==> src/rtl/core/fsdg_pkg.sv <==
// ----------------------------------------------------------------------------
// fsdg_pkg
// Shared types, constants and arithmetic helpers for the gray error-diffusion
// dither: beat layouts, line buffer geometry and saturating error math.
// ----------------------------------------------------------------------------
package fsdg_pkg;

    // line buffer geometry
    localparam int MAX_WIDTH = 2048;
    localparam int ADDR_W    = $clog2(MAX_WIDTH);
    localparam int CNT_W     = $clog2(MAX_WIDTH + 1);

    // field widths
    localparam int PIX_W     = 8;
    localparam int LW_W      = 12;
    localparam int THR_W     = 8;
    localparam int CFG_W     = 12;
    localparam int CFG_IDX_W = 1;
    localparam int ERR_W     = 10;
    localparam int WIDE_W    = 14;
    localparam int SUM_W     = 10;
    localparam int PROD_W    = 20;

    // configuration register indexes
    localparam logic [CFG_IDX_W-1:0] CFG_LINE_WIDTH = 1'b0;
    localparam logic [CFG_IDX_W-1:0] CFG_THRESHOLD  = 1'b1;

    // configuration reset values
    localparam logic [LW_W-1:0]  LINE_WIDTH_RST = 12'd2048;
    localparam logic [THR_W-1:0] THRESHOLD_RST  = 8'd127;

    // gray = sum / 3 as multiply by reciprocal, exact for sums up to 765
    localparam logic [SUM_W-1:0] GRAY_MUL   = 10'd683;
    localparam int               GRAY_SHIFT = 11;

    // output levels
    localparam logic [PIX_W-1:0]         LEVEL_HI   = 8'd255;
    localparam logic [PIX_W-1:0]         LEVEL_LO   = 8'd0;
    localparam logic signed [WIDE_W-1:0] LEVEL_HI_W = 14'sd255;

    // error limits and divide-by-16 helpers
    localparam logic signed [WIDE_W-1:0] ERR_MAX_W = 14'sd511;
    localparam logic signed [WIDE_W-1:0] ERR_MIN_W = -14'sd512;
    localparam logic signed [WIDE_W-1:0] DIV_BIAS  = 14'sd15;
    localparam int                       DIV_SHIFT = 4;

    typedef logic [ADDR_W-1:0]       addr_t;
    typedef logic [CNT_W-1:0]        cnt_t;
    typedef logic signed [ERR_W-1:0] err_t;
    typedef logic signed [WIDE_W-1:0] wide_t;

    // input beat
    typedef struct packed {
        logic [PIX_W-1:0] red;
        logic [PIX_W-1:0] green;
        logic [PIX_W-1:0] blue;
        logic             frame_start;
    } pixel_in_t;

    // output beat
    typedef struct packed {
        logic [PIX_W-1:0] out_level;
        logic             line_end;
    } pixel_out_t;

    // pixel waiting for its line buffer word
    typedef struct packed {
        addr_t            col;
        logic             last;
        logic             frame_start;
        logic [PIX_W-1:0] gray;
    } tag_t;

    // one line buffer write
    typedef struct packed {
        logic  en;
        addr_t addr;
        err_t  data;
    } ram_wr_t;

    // write port usage of the diffusion stage
    typedef struct packed {
        logic primary_en;
        logic pend_valid;
    } diff_status_t;

    // sign-extend an error term
    function automatic wide_t widen(input err_t e);
        return {{(WIDE_W-ERR_W){e[ERR_W-1]}}, e};
    endfunction

    // saturate to the error range
    function automatic err_t sat_err(input wide_t v);
        if (v > ERR_MAX_W)
            return ERR_W'(ERR_MAX_W);
        if (v < ERR_MIN_W)
            return ERR_W'(ERR_MIN_W);
        return ERR_W'(v);
    endfunction

    // divide by 16, truncating toward zero
    function automatic wide_t div16(input wide_t v);
        wide_t biased;
        biased = v[WIDE_W-1] ? (v + DIV_BIAS) : v;
        return biased >>> DIV_SHIFT;
    endfunction

endpackage

==> src/rtl/core/fsdg_diffuse.sv <==
// ----------------------------------------------------------------------------
// fsdg_diffuse
// Diffusion stage: adds the incoming error, thresholds, splits the error
// into the four weighted terms and produces the line buffer write-back.
// The end-of-row write is registered and issued in the next free write slot.
// ----------------------------------------------------------------------------
module fsdg_diffuse (
    input  logic                       clk,
    input  logic                       rst_n,
    input  logic                       fire,
    input  fsdg_pkg::tag_t             tag,
    input  fsdg_pkg::err_t             mem_word,
    input  logic [fsdg_pkg::THR_W-1:0] threshold,
    output fsdg_pkg::ram_wr_t          ram_wr,
    output fsdg_pkg::pixel_out_t       beat,
    output fsdg_pkg::diff_status_t     status
);
    import fsdg_pkg::*;

    // error state
    err_t    right_reg;
    err_t    pending_reg;
    err_t    partial_reg;
    cnt_t    fill_reg;
    cnt_t    fill_next;
    ram_wr_t pend_reg;

    err_t    right_in;
    err_t    pending_in;
    err_t    partial_in;
    err_t    below_in;
    logic    mem_valid;
    wide_t   sum;
    err_t    lvl;
    logic    hi;
    wide_t   e;
    wide_t   t1;
    wide_t   t3;
    wide_t   t5;
    wide_t   t7;
    err_t    wr_left;
    err_t    new_partial;
    err_t    new_pending;
    err_t    new_right;
    ram_wr_t primary;
    logic    defer_en;
    cnt_t    col_w;

    assign col_w = CNT_W'(tag.col);

    // incoming error, cleared at frame start; unwritten entries read as zero
    always_comb
    begin
        mem_valid  = (col_w < fill_reg) && !tag.frame_start;
        below_in   = mem_valid ? mem_word : '0;
        right_in   = tag.frame_start ? '0 : right_reg;
        pending_in = tag.frame_start ? '0 : pending_reg;
        partial_in = tag.frame_start ? '0 : partial_reg;
    end

    // threshold and error split
    always_comb
    begin
        sum = wide_t'({{(WIDE_W-PIX_W){1'b0}}, tag.gray}) + widen(right_in) + widen(below_in);
        lvl = sat_err(sum);
        hi  = lvl > $signed({{(ERR_W-THR_W){1'b0}}, threshold});
        e   = widen(lvl) - (hi ? LEVEL_HI_W : '0);
        t1  = div16(e);
        t3  = div16(e + (e <<< 1));
        t5  = div16(e + (e <<< 2));
        t7  = div16((e <<< 3) - e);
        wr_left     = sat_err(widen(partial_in) + t3);
        new_partial = sat_err(widen(pending_in) + t5);
        new_pending = sat_err(t1);
        new_right   = sat_err(t7);
    end

    // write-back: left neighbor now, own column at row end
    always_comb
    begin
        primary  = '0;
        defer_en = 1'b0;
        if (tag.col != '0)
        begin
            primary.en   = fire;
            primary.addr = tag.col - ADDR_W'(1);
            primary.data = wr_left;
            defer_en     = fire && tag.last;
        end
        else if (tag.last)
        begin
            primary.en   = fire;
            primary.addr = tag.col;
            primary.data = new_partial;
        end
    end

    // physical write port: primary write wins, else the deferred one
    always_comb
    begin
        if (primary.en)
            ram_wr = primary;
        else
            ram_wr = pend_reg;
    end

    // highest written column plus one since frame start
    always_comb
    begin
        fill_next = tag.frame_start ? '0 : fill_reg;
        if (tag.col != '0 && fill_next < col_w)
            fill_next = col_w;
        if (tag.last && fill_next < (col_w + CNT_W'(1)))
            fill_next = col_w + CNT_W'(1);
    end

    // error registers and fill count
    always_ff @(posedge clk or negedge rst_n)
    begin
        if (!rst_n)
        begin
            right_reg   <= '0;
            pending_reg <= '0;
            partial_reg <= '0;
            fill_reg    <= '0;
        end
        else if (fire)
        begin
            fill_reg <= fill_next;
            if (tag.last)
            begin
                right_reg   <= '0;
                pending_reg <= '0;
                partial_reg <= '0;
            end
            else
            begin
                right_reg   <= new_right;
                pending_reg <= new_pending;
                partial_reg <= new_partial;
            end
        end
    end

    // deferred end-of-row write
    always_ff @(posedge clk or negedge rst_n)
    begin
        if (!rst_n)
        begin
            pend_reg <= '0;
        end
        else if (defer_en)
        begin
            pend_reg.en   <= 1'b1;
            pend_reg.addr <= tag.col;
            pend_reg.data <= new_partial;
        end
        else if (!primary.en)
        begin
            pend_reg.en <= 1'b0;
        end
    end

    // result beat
    assign beat.out_level = hi ? LEVEL_HI : LEVEL_LO;
    assign beat.line_end  = tag.last;

    assign status.primary_en = primary.en;
    assign status.pend_valid = pend_reg.en;

endmodule

==> config.mk <==
export PLATFORM = sky130hd
export DESIGN_NAME = fsdg_diffuse
export DESIGN_NICKNAME = d
export VERILOG_FILES = /design/src/rtl/core/fsdg_pkg.sv /design/src/rtl/core/fsdg_diffuse.sv
export SDC_FILE = /design/constraint.sdc
export NUM_CORES = 1
export LEC_CHECK = 0
export BUFFER_PORTS_ARGS = -buffer_cell sky130_fd_sc_hd__buf_4
export CAP_MARGIN = 20
export CORE_MARGIN = 2
export CORE_UTILIZATION = 45
export CTS_CLUSTER_DIAMETER = 150
export CTS_CLUSTER_SIZE = 16
export DETAILED_ROUTE_END_ITERATION = 8
export GPL_TIMING_DRIVEN = 1
export SLEW_MARGIN = 20
export SYNTH_ARGS = -nofsm -noshare
export SYNTH_HDL_FRONTEND = slang
export SYNTH_SLANG_ARGS = --single-unit
==> constraint.sdc <==
create_clock -name clk -period 25.7 [get_ports clk]
set_input_delay 2.57 -clock clk [delete_from_list [all_inputs] [get_ports clk]]
set_output_delay 2.57 -clock clk [all_outputs]
set_load 0.05 [all_outputs]
; ---- After elaboration in Yosys (flattened, before gate mapping)
; Cells that the tools add are included.
; W data, S select, Z words.
[word_totals]
out_inout_bits = 33
elab_cells = 99
in_bits = 42
ff_bits = 64
[op_classes]
reduce_logical = 6
order_cmp = 14
eq_ne = 1
mux = 57
add_sub_neg = 14
[ops]
columns = op, n
row1 = $mux W10, 27
row2 = $mux W22, 3
row3 = $mux W14, 4
row4 = $mux W12, 3
row5 = $add A14 B5 Y14 const B, 2
row6 = $add A10 B10 Y11, 2
row7 = $gt A11 B10 Y1 const B, 2
row8 = $lt A11 B10 Y1 const B, 2
row9 = $gt A10 B10 Y1 const B, 2
row10 = $lt A10 B10 Y1 const B, 2
row11 = $mux W1, 18
row12 = $mux W8, 2
row13 = $add A11 B13 Y14, 1
row14 = $add A13 B5 Y14 const B, 1
row15 = $sub A14 B11 Y14, 1
row16 = $add A11 B12 Y13, 1
row17 = $add A11 B1 Y12 const B, 1
row18 = $add A11 B10 Y12, 1
row19 = $add A11 B5 Y12 const B, 1
row20 = $gt A12 B10 Y1 const B, 1
row21 = $lt A11 B12 Y1, 1
row22 = $lt A12 B10 Y1 const B, 1
row23 = $lt A12 B11 Y1, 1
row24 = $lt A12 B12 Y1, 1
row25 = other kinds (8), 11

; ---- Depth between registers and ports, before layout
; Gate-level depths: netlist of the first run.
[depth]
word_depth = 25
depth_mapped = 68
ltp_nobuf = 65

; ---- Worst setup path before layout of the first run
; No wires, ideal clock.
[synth_path]
kind = input to output
startpoint = in tag[10] (netlist name)
endpoint = out ram_wr[4] (netlist name)
setup_slack_ns = 7.479
arrival_time_ns = 15.651
n_path_buf = 2
t_required_ns = 23.130
cell_stages = 64
cell_sequence = clkbuf_1 nand2b_1 a21o_1 a21o_1 a21o_1 a21o_1 a21o_1 a21o_1 a21o_1 a21oi_1 o31a_1 clkbuf_1 nand2_1 fa_1 inv_1 ha_1 inv_1 fa_1 [28 not listed] a221oi_1 nand4_1 mux2_2 nand3_1 o21ai_2 nor4b_4 xor2_1 ha_1 inv_1 nor2_1 a31oi_1 inv_1 a211oi_1 mux2_2 o21ai_1 nor2_1 or3_1 a31oi_1
[synth_rtl]
columns = item, line
row1 = "start, declared", fsdg_diffuse.sv:11  ; input fsdg_pkg::tag_t tag,
row2 = "end, declared", fsdg_diffuse.sv:14  ; output fsdg_pkg::ram_wr_t ram_wr,

==> results of run 1 <==
-- cell type report --
type	count	area (um2)
clock buffers	13	260.3
clock inverters	3	90.09
fillers	1946	9479
inverters	92	345.3
multi-input cells	924	6789
flip-flops and latches	62	1551
well taps	265	331.6
repair buffers	82	615.6
-- worst max-delay path: cells and delay by family --
| family | cells | cell delay [ns] |
|---|---|---|
| XOR/XNOR | 3 | 0.94 |
| adder cells (fa/ha/maj) | 9 | 3.12 |
| AND/OR/NAND/NOR | 15 | 2.06 |
| AO/OA/AOI/OAI | 27 | 6.24 |
| multiplexers | 2 | 0.68 |
| buffers and inverters | 7 | 1.03 |
-- cell families (layout without fill, tap and decap cells) --
logic type,count (synthesis),in the layout
and+or+nand+nor,347,347
AOI/OAI and AO/OA,340,340
buffers and inverters,143,190
adders and majority gates,132,132
xor gates and xnor gates,100,100
DFF,62,62
muxes,5,5
-- Yosys cell counts, types with 35 or more instances --
| master | instances | area [um2] |
|---|---|---|
| nand2_1 | 88 | 330.3 |
| ha_1 | 115 | 1439 |
| o21ai_0 | 82 | 410.4 |
| nor2b_1 | 38 | 237.7 |
| a21o_1 | 35 | 262.8 |
| nor2_1 | 55 | 206.5 |
| xnor2_1 | 62 | 543.0 |
| nand3_1 | 38 | 190.2 |
| dfrtp_1 | 62 | 1551 |
| xor2_1 | 37 | 324.1 |
| inv_1 | 87 | 326.6 |
| a21oi_1 | 74 | 370.4 |
| clkbuf_1 | 39 | 146.4 |
-- path summary, 6_finish.rpt --
| path | from | endpoint | slack (ns) | cells after the start |
|---|---|---|---|---|
| worst max-delay path | tag[11] | ram_wr[7] | 6.48 | 63 |
| worst min-delay path | right_reg[4] | right_reg[4] | 0.48 | 1 |
| worst max register to register | fill_reg[1] | partial_reg[2] | 11.78 | 61 |
| worst min register to register | right_reg[4] | right_reg[4] | 0.48 | 1 |
| max in group asynchronous | rst_n | partial_reg[3] | 22.82 | 1 |
| min in group asynchronous | rst_n | fill_reg[3] | 2.33 | 1 |
-- metrics by stage --
step / cell area, um2 / worst slack (ns) / instances
final: 9983 / 6.481 / 1441
after CTS: 9983 / 6.438 / 1441
after detailed placement: 9633 / 6.487 / 1425
after floorplan: 8921 / 7.479 / 1129
after global routing: 9983 / 5.071 / 1441
after global placement: 9633 / 6.935 / 1425
-- metal layers --
metal / GRT usage, % / up-vias / wire (um)
li1: - / 4121 / -
met1: 33.02 / 3846 / 11800
met2: 39.28 / 182 / 10750
met3: 3.817 / 36 / 1120
met4: 5.825 / 0 / 420
met5: 0 / - / 0
==> flow_summary_export.csv, run 1 <==
group,metric,value,unit
grt,antenna_found_initial,0,
logic_synthesis,ys_seq_area_share,17.39,%
floorplanning,die_w,144.8,um
layout,syn_to_final_growth,11.91,%
logic_synthesis,ys_async_sr_fraction,100.0,%
route,wl_per_cell,16.72,um
sta,fin_worst_skew,0.008166,ns
sta,maxSlewViolCount,0,
logic_synthesis,syn-instance-count,1129,
grt,grt_max_degree,63,
cts,cts_root_buf,"clkbuf_16",
logic_synthesis,synth_xor_area_share,10.03,%
route,vias,8185,
sta,max_freq,52.03,MHz
layout,diodes,0,
layout,drive_gt1_share,10.46,%
worst_hold_path,min_path_type,"register to register",
place,portBuffers,74,
route,finalWirelength,24090,um
setup_path,critPathMostFrequentCell,"a21o_1",
cts,clock_sinks,62,
run,maxCapViolations,0,
grt,overflow,0,
cts,cts_setup_buffers,0,
cts,clkSlewWorstSetupHoldPaths,0.05,ns
logic_synthesis,synth_area_per_cell,7.902,um2
setup_path,cp_slowest_cell,"o21ai_0",
layout,final_common_cell,"ha_1",
floorplanning,start_util,45.84,%
cts,cts_tree,"done",
floorplanning,io_pins,75,
route,drt_iter0_markers,437,
setup_path,crit_required,23.13,ns
sta,min_period,19.22,ns
setup_path,arrival,16.65,ns
sta,slew_headroom,26.46,%
logic_synthesis,synth_cell_type_count,81,
logic_synthesis,synthSimpleGateAreaFrac,20.11,%
setup_path,worst-path-max-fanout,11,
logic_synthesis,syn-num-nets,1300,
sta,finalSetupViolCount,0,
sta,worst_pin_slew,1.094,ns
logic_synthesis,yosysWarnings,0,
setup_path,start_kind,"input pin",
sta,rsz0062_at_grt,"false",
layout,largest_reg_flops,21,
logic_synthesis,ys_ff_latch,62,
route,drc,0,
logic_synthesis,synth_top_family_by_area,"compound AO/OA/AOI/OAI gates",
cts,cts_made_buffers,9,
route,ant_nets,0,
route,post_drt_via_cell_ratio,5.680,
sta,whs,0.4752,ns
logic_synthesis,synthMuxAreaShare,0.5891,%
logic_synthesis,synth-compound-area-share,25.68,%
floorplanning,rows,51,
cts,cts_buffer_depth,2,
setup_path,worstSetupPathType,"input pin to output pin",
layout,final_cell_mix,"115 x ha_1, 88 x nand2_1, 87 x inv_1, 82 x o21ai_0, 82 x buf_4",
grt,grt_usage,23.96,%
floorplanning,core_area,0.01946,mm2
setup_path,cpPeakStageDelay,0.66,ns
layout,fin_nets,1342,
cts,htreeDepth,3,
cts,insertion_delay,0.35,ns
floorplanning,die_area,0.02097,mm2
place,dp_hpwl,18620,um
grt,grt_pass1_vias,7939,
logic_synthesis,synthAdderAreaFrac,19.62,%
logic_synthesis,synth_edf_count,0,
logic_synthesis,ys.flop_type,"dfrtp_1",
run_status,run_status,"finished, final reports clean",
route,dr.pass1.iters,5,
logic_synthesis,synth_area,0.008921,mm2
grt,grt_pass1_wl,40080,um
floorplanning,die_h,144.8,um
sta,setup_tns,0,ns
place,routabilityCongestion,0.9174,
cts,hold_buffers,0,
sta,finalHoldViolCount,0,
cts,post_cts_resized,0,
layout,post-route-util,51.30,%
sta,min_period_over_period,74.78,%
setup_path,end_kind,"output pin",
Power of run 1 is left out: the tool's default activity adds up to more than one toggle a clock period on the data nets, which glitch-free logic cannot reach.
==> run 2: changes to the inputs <==
Settings changed: ABC_AREA from default to 1.
Clock period 25.7 ns to 18.51 ns, I/O delays scaled along.
==> run 2 against run 1 <==
  * Worst setup slack lost 3.1 ns
  * Synthesized cell count grew 18%
  * Critical path depth grew 3
  * Critical endpoint unchanged
  * Largest cell class unchanged
==> flow_summary_export.csv, run 2 <==
group,metric,value,unit
sta,setup_tns,0,ns
cts,insertion_delay,0.33,ns
logic_synthesis,ys_seq_area_share,17.64,%
logic_synthesis,yosysWarnings,0,
place,routabilityCongestion,0.9235,
grt,grt_pass1_wl,39470,um
floorplanning,rows,51,
grt,grt_usage,23.68,%
setup_path,end_kind,"output pin",
logic_synthesis,synth_cell_type_count,57,
sta,min_period,15.09,ns
setup_path,crit_required,16.66,ns
route,finalWirelength,23690,um
logic_synthesis,synthTopCellsByCount,"262 x nand2_1, 226 x inv_1, 138 x nor2_1, 115 x ha_1, 103 x a21oi_1",
setup_path,cp_slowest_cell,"o31ai_1",
cts,cts_setup_buffers,0,
layout,layout.cell_area.non_filler,0.009831,mm2
route,dr.pass1.iters,5,
layout,final_cell_mix,"262 x nand2_1, 226 x inv_1, 138 x nor2_1, 115 x ha_1, 103 x a21oi_1",
sta,maxSlewViolCount,0,
route,wl_per_cell,14.33,um
sta,finalHoldViolCount,0,
cts,clock_sinks,62,
logic_synthesis,ys_async_sr_fraction,100.0,%
route,ant_nets,0,
cts,htreeDepth,3,
floorplanning,die_w,143.8,um
logic_synthesis,ys.flop_type,"dfrtp_1",
grt,overflow,0,
logic_synthesis,ys_ff_latch,62,
setup_path,cpPeakStageDelay,0.73,ns
run_status,run_status,"finished, final reports clean",
sta,slew_headroom,39.11,%
grt,grt_max_degree,63,
logic_synthesis,syn-instance-count,1329,
layout,largest_reg_flops,21,
logic_synthesis,synth_area,0.008795,mm2
floorplanning,die_area,0.02068,mm2
floorplanning,start_util,45.49,%
sta,fin_worst_skew,0.007839,ns
logic_synthesis,netlist.area_leader.share,17.64,%
logic_synthesis,syn-num-nets,1500,
cts,cts_buffer_depth,2,
sta,max_freq,66.25,MHz
setup_path,worst-path-buf-inv,15,
worst_hold_path,min_path_type,"register to register",
layout,drive_gt1_share,10.01,%
layout,final_common_cell,"nand2_1",
route,post_drt_via_cell_ratio,5.062,
setup_path,arrival,13.24,ns
sta,finalSetupViolCount,0,
cts,cts_tree,"done",
logic_synthesis,yosysTopAreaCell,"dfrtp_1",
sta,worst_pin_slew,0.9077,ns
setup_path,worst-path-max-fanout,10,
floorplanning,core_area,0.01933,mm2
route,drt_iter0_markers,372,
cts,clkSlewWorstSetupHoldPaths,0.05,ns
layout,diodes,0,
layout,fin_nets,1554,
logic_synthesis,synth_area_per_cell,6.618,um2
cts,hold_buffers,0,
sta,rsz0062_at_grt,"false",
cts,cts_made_buffers,9,
route,drc,0,
run,maxCapViolations,0,
setup_path,cp_top_family,"simple AND/OR/NAND/NOR gates",
logic_synthesis,synth_area_leaders,"dfrtp_1 18%, ha_1 16%, nand2_1 11%",
place,place_area,0.009528,mm2
cts,cts_root_buf,"clkbuf_16",
floorplanning,io_pins,75,
layout,syn_to_final_growth,11.78,%
setup_path,worstSetupPathType,"input pin to output pin",
floorplanning,die_h,143.8,um
logic_synthesis,synth_edf_count,0,
setup_path,start_kind,"input pin",
cts,post_cts_resized,0,
grt,grt_pass1_vias,8052,
route,vias,8368,
grt,antenna_found_initial,0,
sta,min_period_over_period,81.54,%
place,dp_hpwl,18910,um
place,portBuffers,74,
logic_synthesis,yosysMostFrequentCell,"nand2_1",
run 2: path summary, 6_finish.rpt:
check / start / endpoint / cells after the start / slack (ns)
worst max-delay path: tag[19] / ram_wr[7] / 66 / 3.42
worst min-delay path: pend_reg[11] / pend_reg[11] / 2 / 0.48
worst max register to register: fill_reg[10] / partial_reg[7] / 63 / 7.28
worst min register to register: pend_reg[11] / pend_reg[11] / 2 / 0.48
max in group asynchronous: rst_n / pending_reg[1] / 1 / 16.36
min in group asynchronous: rst_n / fill_reg[9] / 1 / 1.61
run 2: logic make-up (layout without fill, tap and decap cells):
logic type	after synthesis	after routing	synth area share [%]
simple gates	521	521	25.84
compound gates	280	280	18.03
buf+inv	270	329	12.19
fa+ha+maj	129	129	19.55
xor+xnor	67	67	6.758
flops	62	62	17.64
run 2: cell type report:
type | instances | area, um2
fillers | 2052 | 9504
multi-input cells | 997 | 6177
flip-flops and latches | 62 | 1551
clock inverters | 3 | 42.54
well taps | 265 | 331.6
inverters | 237 | 897.1
clock buffers | 13 | 260.3
repair buffers | 76 | 570.5
run 2: worst min-delay path: stages, from the launching register on:
cell,delay [ns]
dfrtp_1,0.34
nand2_1,0.05
o21ai_0,0.06
run 2: routing by layer:
metal / vias to the layer above / routed length (um) / GRT usage (%)
li1: 4428 / - / -
met4: 0 / 219 / 4.386
met5: - / 0 / 0
met2: 134 / 11020 / 40.85
met1: 3790 / 11700 / 32.47
met3: 16 / 745 / 2.133
run 2: metrics by stage:
stage | worst slack [ns] | std cells | utilization, % | hold slack (ns)
floorplan | 4.524 | 1329 | - | 0.4534
global placement | 3.814 | 1637 | 49.28 | 0.4677
finish | 3.416 | 1653 | 50.84 | 0.4847
global route | 2.171 | 1653 | 50.84 | 0.5088
CTS | 3.501 | 1653 | 50.84 | 0.4862
detailed placement | 3.533 | 1637 | 49.28 | 0.4728
Power of run 2 is left out for the same reason.
