[src/rtl/core/fsdg_pkg.sv]
// ----------------------------------------------------------------------------
// fsdg_pkg
// Shared types, constants and arithmetic helpers for the gray error-diffusion
// dither: beat layouts, line buffer geometry and saturating error math.
// ----------------------------------------------------------------------------
package fsdg_pkg;

    // line buffer geometry
    localparam int MAX_WIDTH = 2048;
    localparam int ADDR_W    = $clog2(MAX_WIDTH);
    localparam int CNT_W     = $clog2(MAX_WIDTH + 1);

    // field widths
    localparam int PIX_W     = 8;
    localparam int LW_W      = 12;
    localparam int THR_W     = 8;
    localparam int CFG_W     = 12;
    localparam int CFG_IDX_W = 1;
    localparam int ERR_W     = 10;
    localparam int WIDE_W    = 14;
    localparam int SUM_W     = 10;
    localparam int PROD_W    = 20;

    // configuration register indexes
    localparam logic [CFG_IDX_W-1:0] CFG_LINE_WIDTH = 1'b0;
    localparam logic [CFG_IDX_W-1:0] CFG_THRESHOLD  = 1'b1;

    // configuration reset values
    localparam logic [LW_W-1:0]  LINE_WIDTH_RST = 12'd2048;
    localparam logic [THR_W-1:0] THRESHOLD_RST  = 8'd127;

    // gray = sum / 3 as multiply by reciprocal, exact for sums up to 765
    localparam logic [SUM_W-1:0] GRAY_MUL   = 10'd683;
    localparam int               GRAY_SHIFT = 11;

    // output levels
    localparam logic [PIX_W-1:0]         LEVEL_HI   = 8'd255;
    localparam logic [PIX_W-1:0]         LEVEL_LO   = 8'd0;
    localparam logic signed [WIDE_W-1:0] LEVEL_HI_W = 14'sd255;

    // error limits and divide-by-16 helpers
    localparam logic signed [WIDE_W-1:0] ERR_MAX_W = 14'sd511;
    localparam logic signed [WIDE_W-1:0] ERR_MIN_W = -14'sd512;
    localparam logic signed [WIDE_W-1:0] DIV_BIAS  = 14'sd15;
    localparam int                       DIV_SHIFT = 4;

    typedef logic [ADDR_W-1:0]       addr_t;
    typedef logic [CNT_W-1:0]        cnt_t;
    typedef logic signed [ERR_W-1:0] err_t;
    typedef logic signed [WIDE_W-1:0] wide_t;

    // input beat
    typedef struct packed {
        logic [PIX_W-1:0] red;
        logic [PIX_W-1:0] green;
        logic [PIX_W-1:0] blue;
        logic             frame_start;
    } pixel_in_t;

    // output beat
    typedef struct packed {
        logic [PIX_W-1:0] out_level;
        logic             line_end;
    } pixel_out_t;

    // pixel waiting for its line buffer word
    typedef struct packed {
        addr_t            col;
        logic             last;
        logic             frame_start;
        logic [PIX_W-1:0] gray;
    } tag_t;

    // one line buffer write
    typedef struct packed {
        logic  en;
        addr_t addr;
        err_t  data;
    } ram_wr_t;

    // write port usage of the diffusion stage
    typedef struct packed {
        logic primary_en;
        logic pend_valid;
    } diff_status_t;

    // sign-extend an error term
    function automatic wide_t widen(input err_t e);
        return {{(WIDE_W-ERR_W){e[ERR_W-1]}}, e};
    endfunction

    // saturate to the error range
    function automatic err_t sat_err(input wide_t v);
        if (v > ERR_MAX_W)
            return ERR_W'(ERR_MAX_W);
        if (v < ERR_MIN_W)
            return ERR_W'(ERR_MIN_W);
        return ERR_W'(v);
    endfunction

    // divide by 16, truncating toward zero
    function automatic wide_t div16(input wide_t v);
        wide_t biased;
        biased = v[WIDE_W-1] ? (v + DIV_BIAS) : v;
        return biased >>> DIV_SHIFT;
    endfunction

endpackage

[src/rtl/core/fsdg_front.sv]
// ----------------------------------------------------------------------------
// fsdg_front
// Entry stage: tracks the column, issues the line buffer read address and
// registers the gray level and row position of each accepted pixel.
// ----------------------------------------------------------------------------
module fsdg_front (
    input  logic                     clk,
    input  logic                     rst_n,
    input  logic                     accept,
    input  fsdg_pkg::pixel_in_t      pixel,
    input  logic [fsdg_pkg::LW_W-1:0] line_width,
    output fsdg_pkg::addr_t          rd_addr,
    output fsdg_pkg::tag_t           tag
);
    import fsdg_pkg::*;

    addr_t               col_reg;
    addr_t               col_next;
    cnt_t                w_eff;
    addr_t               last_col;
    addr_t               col;
    logic                last;
    logic [SUM_W-1:0]    sum;
    logic [PROD_W-1:0]   prod;
    logic [PIX_W-1:0]    gray;

    // effective row width, clamped to 1..MAX_WIDTH
    always_comb
    begin
        if (line_width == '0)
            w_eff = CNT_W'(1);
        else if (int'(line_width) > MAX_WIDTH)
            w_eff = CNT_W'(MAX_WIDTH);
        else
            w_eff = CNT_W'(line_width);
        last_col = ADDR_W'(w_eff - CNT_W'(1));
    end

    // column of this pixel and next column
    always_comb
    begin
        if (pixel.frame_start)
            col = '0;
        else if (col_reg >= last_col)
            col = last_col;
        else
            col = col_reg;
        last     = (col == last_col);
        col_next = last ? '0 : (col + ADDR_W'(1));
    end

    assign rd_addr = col;

    // gray level
    assign sum  = SUM_W'(pixel.red) + SUM_W'(pixel.green) + SUM_W'(pixel.blue);
    assign prod = PROD_W'(sum) * PROD_W'(GRAY_MUL);
    assign gray = PIX_W'(prod >> GRAY_SHIFT);

    // column counter
    always_ff @(posedge clk or negedge rst_n)
    begin
        if (!rst_n)
        begin
            col_reg <= '0;
        end
        else if (accept)
        begin
            col_reg <= col_next;
        end
    end

    // pixel tag for the diffusion stage
    always_ff @(posedge clk)
    begin
        if (accept)
        begin
            tag.col         <= col;
            tag.last        <= last;
            tag.frame_start <= pixel.frame_start;
            tag.gray        <= gray;
        end
    end

endmodule

[config.mk]
export PLATFORM = sky130hd
export DESIGN_NAME = fsdg_front
export DESIGN_NICKNAME = d
export VERILOG_FILES = /design/src/rtl/core/fsdg_pkg.sv /design/src/rtl/core/fsdg_front.sv
export SDC_FILE = /design/constraint.sdc
export NUM_CORES = 1
export LEC_CHECK = 0
export BUFFER_PORTS_ARGS = -buffer_cell sky130_fd_sc_hd__buf_2
export CELL_PAD_IN_SITES_DETAIL_PLACEMENT = 1
export CELL_PAD_IN_SITES_GLOBAL_PLACEMENT = 1
export CORE_ASPECT_RATIO = 0.7
export CORE_MARGIN = 2
export CORE_UTILIZATION = 37
export DETAILED_ROUTE_END_ITERATION = 8
export PLACE_DENSITY_LB_ADDON = 0.1
export SLEW_MARGIN = 10
export SYNTH_ARGS = -nofsm -noshare
export SYNTH_HDL_FRONTEND = slang
export SYNTH_SLANG_ARGS = --single-unit
[constraint.sdc]
create_clock -name clk -period 7.2 [get_ports clk]
set_clock_uncertainty 0.2 [all_clocks]
set_input_delay 0.36 -clock clk [delete_from_list [all_inputs] [get_ports clk]]
set_output_delay 0.36 -clock clk [all_outputs]
set_load 0.05 [all_outputs]
## Word level (Yosys, flattened, before mapping)

Cells that the tools add are included.

- Shift operators: 0
- $mul: 1
- Eq/ne operators: 1
- $lt $le $gt $ge: 2
- Multiplexer cells: 5
- Bitwise logic cells: 0
- Add/subtract/negate cells: 4
- Div/mod/pow operators: 0
- Reduce and logical (&&, ||, !) cells: 1

Operator list:

| kind | count |
|---|---|
| 2-to-1 mux 11 bit | 5 |
| multiplier 10 x 10 -> 19 bit (second input constant) | 1 |
| > comparator 12 bit (second input constant) | 1 |
| logical NOT 12 bit | 1 |
| adder 11 x 1 -> 11 bit (second input constant) | 1 |
| == test 11 bit | 1 |
| greater-or-equal comparator 11 bit | 1 |
| subtractor 11 x 1 -> 11 bit (second input constant) | 1 |
| adder 9 x 8 -> 10 bit | 1 |
| adder 8 x 8 -> 9 bit | 1 |

- Memories: 0
- Memory bits (writable): 0
- Output and inout port bits: 32
- Bits in registers: 32
- ROM bits: 0
- Latch bits: 0
- Logic and storage cells: 19

## Longest topological paths before layout

Gate-level depths: netlist of run 1.

- Depth after elaboration: 9
- Gate-level depth with buffers: 30
- Depth with buffers taken out: 30

## Least setup slack after synthesis of run 1

No wires, ideal clock.

- Kind: input port to flip-flop
- Start: in pixel[2] in the netlist's numbering
- End: reg tag[7] in the netlist's numbering, data pin
- Path buffers: 0
- Arrival time: 6.332 ns
- Setup slack: 0.408 ns
- Stages on the path: 29
- Cells stage by stage: inv_1 > fa_1 > inv_1 > ha_1 > fa_1 > a21oi_1 > nor2_1 > nor2_1 > o21bai_1 > a21oi_1 > nor2b_1 > o21ai_0 > inv_1 > ha_1 > ha_1 > inv_1 > fa_1 > inv_1 > fa_1 > ha_1 > ha_1 > or3_1 > o211ai_1 > a31oi_1 > o21a_1 > o21a_1 > o21a_1 > nor2_1 > xnor2_1

- Word-level cells in the longest chain between the ends: 2

RTL lines:

| element | line | source |
|---|---|---|
| from (decl) | fsdg_front.sv:10 | `input fsdg_pkg::pixel_in_t pixel,` |
| adder 9 x 8 -> 10 bit | fsdg_front.sv:55 | `assign sum = SUM_W'(pixel.red) + SUM_W'(pixel.green) + SUM_W'(pixel.blue);` |
| multiplier 10 x 10 -> 19 bit | fsdg_front.sv:56 | `assign prod = PROD_W'(sum) * PROD_W'(GRAY_MUL);` |
| named net prod[18] | fsdg_front.sv:24 | `logic [PROD_W-1:0] prod;` |
| to (decl) | fsdg_front.sv:13 | `output fsdg_pkg::tag_t tag` |

The timed path passes the listed nets, and every way through them passes these cells.
A chain may end at the register's enable or synchronous reset.

## Final worst setup path of run 1

Same ends and word-level chain as after synthesis.

==> impl_metrics.prom, run 1 <==
# TYPE chip_impl_metric gauge
chip_impl_info{name="unrepaired_setup_endpoints_after_global_routing",value="false"} 1
chip_impl_metric{name="maxClockFrequency",unit="MHz"} 145
chip_impl_info{name="top_layer_used",value="met4"} 1
chip_impl_metric{name="grt_first_pass_wirelength",unit="µm"} 20600
chip_impl_info{name="timing.critical_path.to_type",value="flop"} 1
chip_impl_metric{name="syn_nets",unit=""} 605
chip_impl_metric{name="port_buffers",unit=""} 71
chip_impl_metric{name="synth_warnings",unit=""} 0
chip_impl_metric{name="syn-cell-area",unit="mm²"} 0.00434
chip_impl_metric{name="die-height",unit="µm"} 94.7
chip_impl_metric{name="final_min_period_over_clock_period",unit=""} 0.957
chip_impl_metric{name="seq_area_frac_synth",unit=""} 0.209
chip_impl_info{name="startpoint_type",value="input pin"} 1
chip_impl_metric{name="antenna_cells",unit=""} 0
chip_impl_metric{name="post-route-drc-count",unit=""} 0
chip_impl_metric{name="cts_post_setup_buffers_inserted",unit=""} 0
chip_impl_metric{name="rows",unit=""} 33
chip_impl_metric{name="maxcap_violations",unit=""} 0
chip_impl_metric{name="largest_reg_flops",unit=""} 21
chip_impl_info{name="final_common_cell",value="ha_1"} 1
chip_impl_metric{name="synthesis.area_per_instance",unit="µm²"} 9.40
chip_impl_metric{name="cts.reportedPaths.clkPinSlew",unit="ns"} 0.05
chip_impl_info{name="hold_path.class",value="in2async"} 1
chip_impl_metric{name="hpwlAfterDp",unit="µm"} 10500
chip_impl_metric{name="count_of_final_max_slew_check_failures",unit=""} 0
chip_impl_metric{name="ios",unit=""} 72
chip_impl_info{name="status",value="finished, final reports clean"} 1
chip_impl_metric{name="tritoncts.num_buffers",unit=""} 5
chip_impl_metric{name="finalNonFillerCells",unit=""} 699
chip_impl_metric{name="pre_antenna_drt_iters",unit=""} 5
chip_impl_metric{name="flow.area_growth_from_synthesis",unit="%"} 17.6
chip_impl_metric{name="grt_pass1_vias",unit=""} 3736
chip_impl_metric{name="detailedRoute.firstIterationViolations",unit=""} 223
chip_impl_metric{name="met2WireLength",unit="µm"} 4570
chip_impl_metric{name="multi_input_area",unit="mm²"} 0.00313
chip_impl_metric{name="die_w",unit="µm"} 134
chip_impl_metric{name="layout-drive-gt1-share",unit=""} 0.192
chip_impl_metric{name="max-slew-margin-rel",unit=""} 0.503
chip_impl_metric{name="final_period_minus_worst_setup_slack",unit="ns"} 6.89
chip_impl_metric{name="cts_buffer_depth",unit=""} 2
chip_impl_metric{name="die_area",unit="mm²"} 0.0126
chip_impl_metric{name="async_flop_share",unit=""} 0.344
chip_impl_metric{name="wl_per_cell",unit="µm"} 17.9
chip_impl_metric{name="globalplace.congestion",unit=""} 0.900
chip_impl_metric{name="met3_length",unit="µm"} 812
chip_impl_metric{name="nFillCells",unit=""} 1353
chip_impl_metric{name="worstRegToRegCells",unit=""} 16
chip_impl_metric{name="yosys_reg_bits",unit=""} 32
chip_impl_metric{name="design.core.area",unit="mm²"} 0.0116
chip_impl_metric{name="yosysTopAreaCellShare",unit=""} 0.210
chip_impl_metric{name="path_max_fanout",unit=""} 3
chip_impl_metric{name="synth_cell_types",unit=""} 62
chip_impl_metric{name="finalHoldViolations",unit=""} 0
chip_impl_metric{name="cts_sinks",unit=""} 32
chip_impl_metric{name="worst_skew_pair.late_latency",unit="ns"} 0.28
chip_impl_metric{name="synthesized_netlist_cell_count",unit=""} 462
chip_impl_metric{name="dr_total_vias",unit=""} 3750
chip_impl_info{name="r2r-start",value="col_reg[2]"} 1
chip_impl_metric{name="vias_per_cell",unit=""} 5.36
chip_impl_metric{name="grt_remaining_overflow",unit=""} 0
chip_impl_metric{name="finalNetCount",unit=""} 684
chip_impl_metric{name="grt_antenna_before_repair",unit=""} 0
chip_impl_metric{name="antenna_left",unit=""} 0
chip_impl_metric{name="seqCellArea",unit="µm²"} 906
chip_impl_metric{name="timing.reg2reg.setup_slack",unit="ns"} 2.94
chip_impl_metric{name="largest_net_degree_at_the_start_of_global_routing",unit=""} 36
chip_impl_info{name="category_of_the_critical_setup_timing_path",value="in2reg"} 1
chip_impl_metric{name="worst_ep_required_time",unit="ns"} 7.03
chip_impl_metric{name="max_slew.worst_pin.slew",unit="ns"} 0.738
chip_impl_metric{name="numPlacedInstances",unit=""} 690
chip_impl_info{name="critPathLaunch",value="pixel[2]"} 1
chip_impl_metric{name="detail_route.wirelength",unit="µm"} 12500
chip_impl_metric{name="wirelength_met1",unit="µm"} 7110
chip_impl_info{name="most_frequent_cells_in_the_layout",value="ha_1, inv_1, buf_2"} 1
chip_impl_metric{name="fin_worst_hold_slack",unit="ns"} 0.307
chip_impl_info{name="worst_r2r_endpoint",value="col_reg[8]"} 1
chip_impl_metric{name="report.final.setup_viol",unit=""} 0
chip_impl_metric{name="critical_path_arrival",unit="ns"} 6.72
chip_impl_metric{name="floorplan.initialDensity",unit=""} 0.376
chip_impl_metric{name="setup-tns-final",unit="ns"} 0
chip_impl_info{name="critical_path.endpoint",value="tag[7]"} 1
chip_impl_metric{name="number_of_synthesized_flops_with_an_enable_pin",unit=""} 21
chip_impl_info{name="ys.flop_type",value="edfxtp_1"} 1
chip_impl_info{name="tritoncts",value="done"} 1
chip_impl_metric{name="grt_util_all_layers",unit=""} 0.211
chip_impl_info{name="cts.root.buffer_cell",value="clkbuf_16"} 1
chip_impl_info{name="synth_largest_area_cell",value="ha_1"} 1
chip_impl_metric{name="number_of_h_tree_branching_levels",unit=""} 2
chip_impl_info{name="post_synth_main_area_contributors",value="ha_1, edfxtp_1, fa_1"} 1
[Yosys cell counts, drive strengths merged, types with 7 or more instances]
| cell type | instances |
|---|---|
| nand2b | 7 |
| ha | 73 |
| edfxtp | 21 |
| nor2 | 29 |
| nand2 | 11 |
| o21ai | 20 |
| a21oi | 20 |
| dfrtp | 11 |
| nor3 | 11 |
| nor4 | 9 |
| xor2 | 7 |
| o22ai | 11 |
| clkbuf | 8 |
| nand3 | 7 |
| nor2b | 7 |
| inv | 72 |
| fa | 30 |
| xnor2 | 18 |
| a211oi | 12 |
[routing by layer]
layer	track usage	vias to the layer above
li1	-	1829
met1	0.352	1820
met2	0.278	94
met3	0.0440	7
met4	0.0186	0
met5	0	-
[how the worst min path moves through the flow]
stage | start | endpoint | slack, ns | depth (start not counted)
2_1_floorplan | rst_n | col_reg[0] | -0.14 | 0
3_3_place_gp | rst_n | col_reg[7] | 0.06 | 1
3_5_place_dp | rst_n | col_reg[5] | 0.06 | 1
4_1_cts | rst_n | col_reg[5] | 0.30 | 2
5_1_grt | rst_n | col_reg[7] | 0.32 | 2
6_report | rst_n | col_reg[7] | 0.31 | 2
[cell type report]
cell class / instances / area share
clock buffers: 6 / 0.0252
well taps: 157 / 0.0385
inverters: 72 / 0.0529
flip-flops and latches: 32 / 0.177
multi-input cells: 348 / 0.613
clock inverters: 2 / 0.00686
repair buffers: 82 / 0.0862
[through the flow]
stage | setup slack, ns | area, µm² | util
after floorplan | 0.408 | 4340 | -
after global placement | 0.178 | 4930 | 0.427
after detailed placement | 0.0360 | 4930 | 0.427
after CTS | 0.313 | 5100 | 0.442
after global routing | 0.0221 | 5110 | 0.442
final | 0.307 | 5110 | 0.442
[cells by family after synthesis]
kind of cell,synth area share
AND/OR/NAND/NOR,0.146
AO/OA/AOI/OAI,0.165
adder cells (fa/ha/maj),0.349
buffers and inverters,0.0714
flip-flops,0.209
XOR/XNOR,0.0504
multiplexers,0.0107
[critical path: stages]
cell and delay, ns:
buf_2 0.08, inv_1 0.05, fa_1 0.53, inv_1 0.04, ha_1 0.22, fa_1 0.40
a21oi_1 0.17, nor2_1 0.05, nor2_1 0.16, o21bai_1 0.09, a21oi_1 0.21, xnor2_1 0.22
ha_1 0.32, ha_1 0.36, fa_1 0.49, fa_1 0.54, inv_1 0.05, fa_1 0.52
inv_1 0.04, ha_1 0.18, or3_1 0.37, o211ai_1 0.27, a31oi_1 0.17, o21a_1 0.24
o21a_1 0.21, o21a_1 0.19, nor2_1 0.12, xnor2_1 0.08
[repair_timing]
item                                    in CTS  in global routing
endpoints found under the setup margin       0                  1
hold endpoints to repair                    11                  0
hold buffers                                 1                  0
resized for setup                            0                  1
Power of run 1 is not shown: default switching activity piles up to over one toggle a cycle in this logic, so the estimate is an artifact.
==> inputs of run 2 (changes only) <==
--- a/config.mk
+++ b/config.mk
@@ -6,5 +6,5 @@
 export NUM_CORES = 1
 export LEC_CHECK = 0
-export BUFFER_PORTS_ARGS = -buffer_cell sky130_fd_sc_hd__buf_2
+export BUFFER_PORTS_ARGS = -buffer_cell sky130_fd_sc_hd__buf_4
 export CELL_PAD_IN_SITES_DETAIL_PLACEMENT = 1
 export CELL_PAD_IN_SITES_GLOBAL_PLACEMENT = 1
==> constraint.sdc (replaced) <==
create_clock -name clk -period 7.2 [get_ports clk]
set_clock_uncertainty 0.2 [all_clocks]
set_input_delay 0 -clock clk [delete_from_list [all_inputs] [get_ports clk]]
set_output_delay 0 -clock clk [all_outputs]
set_load 0.05 [all_outputs]
==> impl_metrics.prom, run 2 (synthesis results as in run 1) <==
# TYPE chip_impl_metric gauge
chip_impl_metric{name="number_of_h_tree_branching_levels",unit=""} 2
chip_impl_info{name="final_common_cell",value="buf_4"} 1
chip_impl_info{name="most_frequent_cells_in_the_layout",value="buf_4, ha_1, inv_1"} 1
chip_impl_metric{name="final_period_minus_worst_setup_slack",unit="ns"} 6.67
chip_impl_metric{name="final_area",unit="mm²"} 0.00525
chip_impl_metric{name="worst_ep_required_time",unit="ns"} 7.02
chip_impl_metric{name="cts.reportedPaths.clkPinSlew",unit="ns"} 0.05
chip_impl_info{name="tritoncts",value="done"} 1
chip_impl_metric{name="grt_antenna_before_repair",unit=""} 0
chip_impl_metric{name="fin_worst_hold_slack",unit="ns"} 0.278
chip_impl_metric{name="hpwlAfterDp",unit="µm"} 10500
chip_impl_info{name="critPathLaunch",value="pixel[2]"} 1
chip_impl_metric{name="die-height",unit="µm"} 94.7
chip_impl_metric{name="maxClockFrequency",unit="MHz"} 150
chip_impl_metric{name="port_buffers",unit=""} 71
chip_impl_metric{name="grt_pass1_vias",unit=""} 3817
chip_impl_metric{name="cts_buffer_depth",unit=""} 2
chip_impl_metric{name="design.core.area",unit="mm²"} 0.0116
chip_impl_info{name="startpoint_type",value="input pin"} 1
chip_impl_info{name="worst_r2r_endpoint",value="col_reg[8]"} 1
chip_impl_metric{name="vias_per_cell",unit=""} 5.37
chip_impl_metric{name="die_w",unit="µm"} 134
chip_impl_metric{name="rows",unit=""} 33
chip_impl_info{name="unrepaired_setup_endpoints_after_global_routing",value="false"} 1
chip_impl_metric{name="grt_remaining_overflow",unit=""} 0
chip_impl_metric{name="wl_per_cell",unit="µm"} 17.9
chip_impl_metric{name="die_area",unit="mm²"} 0.0126
chip_impl_metric{name="antenna_left",unit=""} 0
chip_impl_metric{name="max_slew.worst_pin.slew",unit="ns"} 0.693
chip_impl_metric{name="post_cts_resized",unit=""} 0
chip_impl_metric{name="final_min_period_over_clock_period",unit=""} 0.927
chip_impl_metric{name="pre_antenna_drt_iters",unit=""} 4
chip_impl_metric{name="finalWorstSetupSlack",unit="ns"} 0.525
chip_impl_info{name="r2r-start",value="col_reg[0]"} 1
chip_impl_info{name="category_of_the_critical_setup_timing_path",value="in2reg"} 1
chip_impl_metric{name="timing.reg2reg.setup_slack",unit="ns"} 2.73
chip_impl_metric{name="post-route-drc-count",unit=""} 0
chip_impl_metric{name="dr_total_vias",unit=""} 3743
chip_impl_metric{name="largest_net_degree_at_the_start_of_global_routing",unit=""} 36
chip_impl_info{name="hold_path.class",value="in2reg"} 1
chip_impl_metric{name="placement.cell_area",unit="mm²"} 0.00507
chip_impl_info{name="cts.root.buffer_cell",value="clkbuf_16"} 1
chip_impl_metric{name="count_of_final_max_slew_check_failures",unit=""} 0
chip_impl_info{name="timing.hold.worst_endpoint",value="tag[11]"} 1
chip_impl_info{name="timing.critical_path.slowest_stage_cell",value="fa_1"} 1
chip_impl_metric{name="critical_path_arrival",unit="ns"} 6.49
chip_impl_metric{name="largest_reg_flops",unit=""} 21
chip_impl_metric{name="finalNetCount",unit=""} 682
chip_impl_metric{name="nFillCells",unit=""} 1337
chip_impl_info{name="hold_path.startpoint",value="line_width[1]"} 1
chip_impl_metric{name="worstRegToRegCells",unit=""} 17
chip_impl_metric{name="report.final.setup_viol",unit=""} 0
chip_impl_metric{name="flow.area_growth_from_synthesis",unit="%"} 20.8
chip_impl_metric{name="ios",unit=""} 72
chip_impl_metric{name="floorplan.initialDensity",unit=""} 0.376
chip_impl_info{name="timing.critical_path.to_type",value="flop"} 1
chip_impl_metric{name="worst_skew_pair.late_latency",unit="ns"} 0.28
chip_impl_metric{name="layout-drive-gt1-share",unit=""} 0.178
chip_impl_metric{name="detail_route.wirelength",unit="µm"} 12400
chip_impl_metric{name="path_max_fanout",unit=""} 3
chip_impl_metric{name="antenna_cells",unit=""} 0
chip_impl_metric{name="grt_first_pass_wirelength",unit="µm"} 20300
chip_impl_metric{name="detailedRoute.firstIterationViolations",unit=""} 203
chip_impl_metric{name="globalplace.congestion",unit=""} 0.882
chip_impl_metric{name="whs_path_depth",unit=""} 4
chip_impl_metric{name="setup-tns-final",unit="ns"} 0
chip_impl_metric{name="cts_sinks",unit=""} 32
chip_impl_info{name="status",value="finished, final reports clean"} 1
chip_impl_metric{name="maxcap_violations",unit=""} 0
chip_impl_metric{name="placement.setup.worst_slack",unit="ns"} 0.272
chip_impl_metric{name="finalHoldViolations",unit=""} 0
chip_impl_metric{name="tritoncts.num_buffers",unit=""} 5
chip_impl_metric{name="max-slew-margin-rel",unit=""} 0.534
chip_impl_metric{name="grt_util_all_layers",unit=""} 0.207
chip_impl_metric{name="cp_slowest_stage_delay",unit="ns"} 0.53
-- run 2: layer usage --
layer	track usage	wire, µm
met2	0.282	4730
met1	0.333	6770
met3	0.0499	900
met4	0.0222	43
met5	0	0
-- run 2: worst max-delay path by stage --
| stage | end | slack [ns] | cells past startpoint |
|---|---|---|---|
| 2_1_floorplan | tag[7] | 0.77 | 29 |
| 3_3_place_gp | tag[7] | 0.52 | 28 |
| 3_5_place_dp | tag[7] | 0.27 | 30 |
| 4_1_cts | tag[7] | 0.51 | 30 |
| 5_1_grt | tag[7] | 0.16 | 30 |
| 6_report | tag[7] | 0.53 | 30 |
-- run 2: repair_timing --
| action | in CTS | in global routing |
|---|---|---|
| setup buffers | 0 | 0 |
| hold buffers | 4 | 0 |
| endpoints found under the hold margin | 33 | 0 |
-- run 2: through the flow --
step / instances / util
global route: 697 / 0.454
global placement: 685 / 0.439
CTS: 697 / 0.454
floorplan: 462 / -
detailed placement: 685 / 0.439
finish: 697 / 0.454
-- run 2: layout make-up --
class | instances | area, µm² | share of cell area
multi-input combinational | 348 | 3130 | 0.596
sequential | 32 | 906 | 0.173
timing repair buffer | 80 | 611 | 0.116
inverter | 72 | 270 | 0.0515
tap | 157 | 196 | 0.0374
clock buffer | 8 | 136 | 0.0260
-- run 2: worst max-delay path: cells and delay by family --
| family | cells | cell delay [ns] |
|---|---|---|
| compound gates | 9 | 1.85 |
| xor+xnor | 1 | 0.09 |
| fa+ha+maj | 9 | 3.34 |
| buf+inv | 6 | 0.46 |
| simple gates | 5 | 0.77 |
Power of run 2 is left out for the same reason.
==> inputs of run 3 (changes only) <==
- REMOVE_ABC_BUFFERS: unset -> 1
- clock period: 7.2 -> 5.4 ns (I/O delays scaled with it)
==> impl_metrics.prom, run 3 (synthesis results as in run 1) <==
# TYPE chip_impl_metric gauge
chip_impl_metric{name="cp_slowest_stage_delay",unit="ns"} 0.55
chip_impl_info{name="category_of_the_critical_setup_timing_path",value="in2reg"} 1
chip_impl_metric{name="finalWorstSetupSlack",unit="ns"} -0.688
chip_impl_info{name="unrepaired_setup_endpoints_after_global_routing",value="true"} 1
chip_impl_metric{name="largest_reg_flops",unit=""} 21
chip_impl_info{name="timing.critical_path.slowest_stage_cell",value="fa_1"} 1
chip_impl_info{name="final_common_cell",value="buf_4"} 1
chip_impl_metric{name="dr_total_vias",unit=""} 4270
chip_impl_metric{name="die_w",unit="µm"} 134
chip_impl_metric{name="tritoncts.num_buffers",unit=""} 5
chip_impl_info{name="startpoint_type",value="input pin"} 1
chip_impl_metric{name="setup-tns-final",unit="ns"} -3.07
chip_impl_metric{name="nFillCells",unit=""} 1355
chip_impl_metric{name="die-height",unit="µm"} 94.7
chip_impl_metric{name="grt_pass1_vias",unit=""} 4235
chip_impl_metric{name="number_of_h_tree_branching_levels",unit=""} 2
chip_impl_info{name="most_frequent_cells_in_the_layout",value="buf_4, inv_1, ha_1"} 1
chip_impl_metric{name="final_period_minus_worst_setup_slack",unit="ns"} 6.09
chip_impl_metric{name="count_of_final_max_slew_check_failures",unit=""} 0
chip_impl_metric{name="wl_per_cell",unit="µm"} 19.1
chip_impl_metric{name="detail_route.wirelength",unit="µm"} 15100
chip_impl_metric{name="floorplan.initialDensity",unit=""} 0.376
chip_impl_metric{name="flow.area_growth_from_synthesis",unit="%"} 43.8
chip_impl_metric{name="fin_worst_hold_slack",unit="ns"} 0.282
chip_impl_metric{name="design.core.area",unit="mm²"} 0.0116
chip_impl_metric{name="max-slew-margin-rel",unit=""} 0.552
chip_impl_metric{name="path_max_fanout",unit=""} 2
chip_impl_metric{name="timing.reg2reg.setup_slack",unit="ns"} 1.25
chip_impl_metric{name="worst_ep_required_time",unit="ns"} 5.24
chip_impl_metric{name="numPlacedInstances",unit=""} 755
chip_impl_metric{name="rows",unit=""} 33
chip_impl_metric{name="final_area",unit="mm²"} 0.00624
chip_impl_metric{name="grt_util_all_layers",unit=""} 0.235
chip_impl_metric{name="cts.reportedPaths.clkPinSlew",unit="ns"} 0.06
chip_impl_metric{name="final_min_period_over_clock_period",unit=""} 1.13
chip_impl_info{name="violations",value="negative setup slack"} 1
chip_impl_metric{name="globalplace.congestion",unit=""} 0.940
chip_impl_metric{name="vias_per_cell",unit=""} 5.41
chip_impl_metric{name="die_area",unit="mm²"} 0.0126
chip_impl_metric{name="maxcap_violations",unit=""} 0
chip_impl_metric{name="grt_first_pass_wirelength",unit="µm"} 22800
chip_impl_metric{name="hpwlAfterDp",unit="µm"} 11400
chip_impl_metric{name="finalNetCount",unit=""} 774
chip_impl_metric{name="finalNonFillerCells",unit=""} 789
chip_impl_info{name="cts.root.buffer_cell",value="clkbuf_16"} 1
chip_impl_metric{name="cts_sinks",unit=""} 32
chip_impl_metric{name="antenna_left",unit=""} 0
chip_impl_metric{name="pre_antenna_drt_iters",unit=""} 7
chip_impl_metric{name="cts_buffer_depth",unit=""} 2
chip_impl_metric{name="detailedRoute.firstIterationViolations",unit=""} 354
chip_impl_metric{name="port_buffers",unit=""} 71
chip_impl_metric{name="max_slew.worst_pin.slew",unit="ns"} 0.670
chip_impl_metric{name="layout-drive-gt1-share",unit=""} 0.377
chip_impl_metric{name="maxClockFrequency",unit="MHz"} 164
chip_impl_metric{name="critical_path_arrival",unit="ns"} 5.93
chip_impl_metric{name="grt_antenna_before_repair",unit=""} 0
chip_impl_metric{name="finalHoldViolations",unit=""} 0
chip_impl_info{name="status",value="finished, violations left"} 1
chip_impl_metric{name="grt_remaining_overflow",unit=""} 0
chip_impl_metric{name="largest_net_degree_at_the_start_of_global_routing",unit=""} 36
chip_impl_info{name="timing.critical_path.to_type",value="flop"} 1
chip_impl_metric{name="ios",unit=""} 72
chip_impl_metric{name="report.final.setup_viol",unit=""} 8
chip_impl_metric{name="antenna_cells",unit=""} 0
chip_impl_metric{name="worst_skew_pair.late_latency",unit="ns"} 0.28
chip_impl_info{name="tritoncts",value="done"} 1
chip_impl_info{name="hold_path.class",value="in2reg"} 1
chip_impl_metric{name="post-route-drc-count",unit=""} 0
chip_impl_metric{name="placement.cell_area",unit="mm²"} 0.00560
-- run 3: final timing paths --
check	from	end	cells past startpoint
setup / recovery	pixel[18]	tag[6]	29
hold / removal	line_width[7]	tag[17]	4
setup reg to reg	col_reg[0]	col_reg[10]	18
hold reg to reg	col_reg[1]	col_reg[1]	2
max in group asynchronous	rst_n	col_reg[3]	3
min in group asynchronous	rst_n	col_reg[7]	3
-- run 3: final cells by class --
class                      instances  area, µm²  share of cell area
tap                              157        196              0.0315
sequential                        32        906               0.145
clock buffer                       7        143              0.0228
clock inverter                     1       3.75            0.000601
inverter                          72        270              0.0433
multi-input combinational        348       3410               0.546
timing repair buffer             172       1320               0.211
-- run 3: through the flow --
step | setup WS [ns] | utilization
3_5_place_dp | -1.31 | 0.484
3_3_place_gp | -1.17 | 0.484
6_report | -0.688 | 0.540
5_1_grt | -0.992 | 0.540
2_1_floorplan | -1.03 | -
4_1_cts | -0.661 | 0.529
-- run 3: critical path: cells and delay by family --
kind | cells | cell delay, ns
adder cells (fa/ha/maj) | 8 | 3.05
AO/OA/AOI/OAI | 5 | 1.06
buffers and inverters | 10 | 0.95
AND/OR/NAND/NOR | 5 | 0.81
XOR/XNOR | 1 | 0.08
-- run 3: what timing repair did --
item,CTS,global route
setup buffers,17,9
setup endpoints to repair,8,8
pin swaps,44,29
resized for setup,46,20
hold endpoints to repair,21,0
hold buffers,4,0
-- run 3: per-layer routing --
layer / wire length [µm] / share of wire / GRT usage
met3: 901 / 0.060 / 0.0462
met1: 7670 / 0.51 / 0.368
met5: 0 / 0 / 0
met4: 70 / 0.0046 / 0.0177
met2: 6420 / 0.43 / 0.345
Power of run 3 is left out for the same reason.
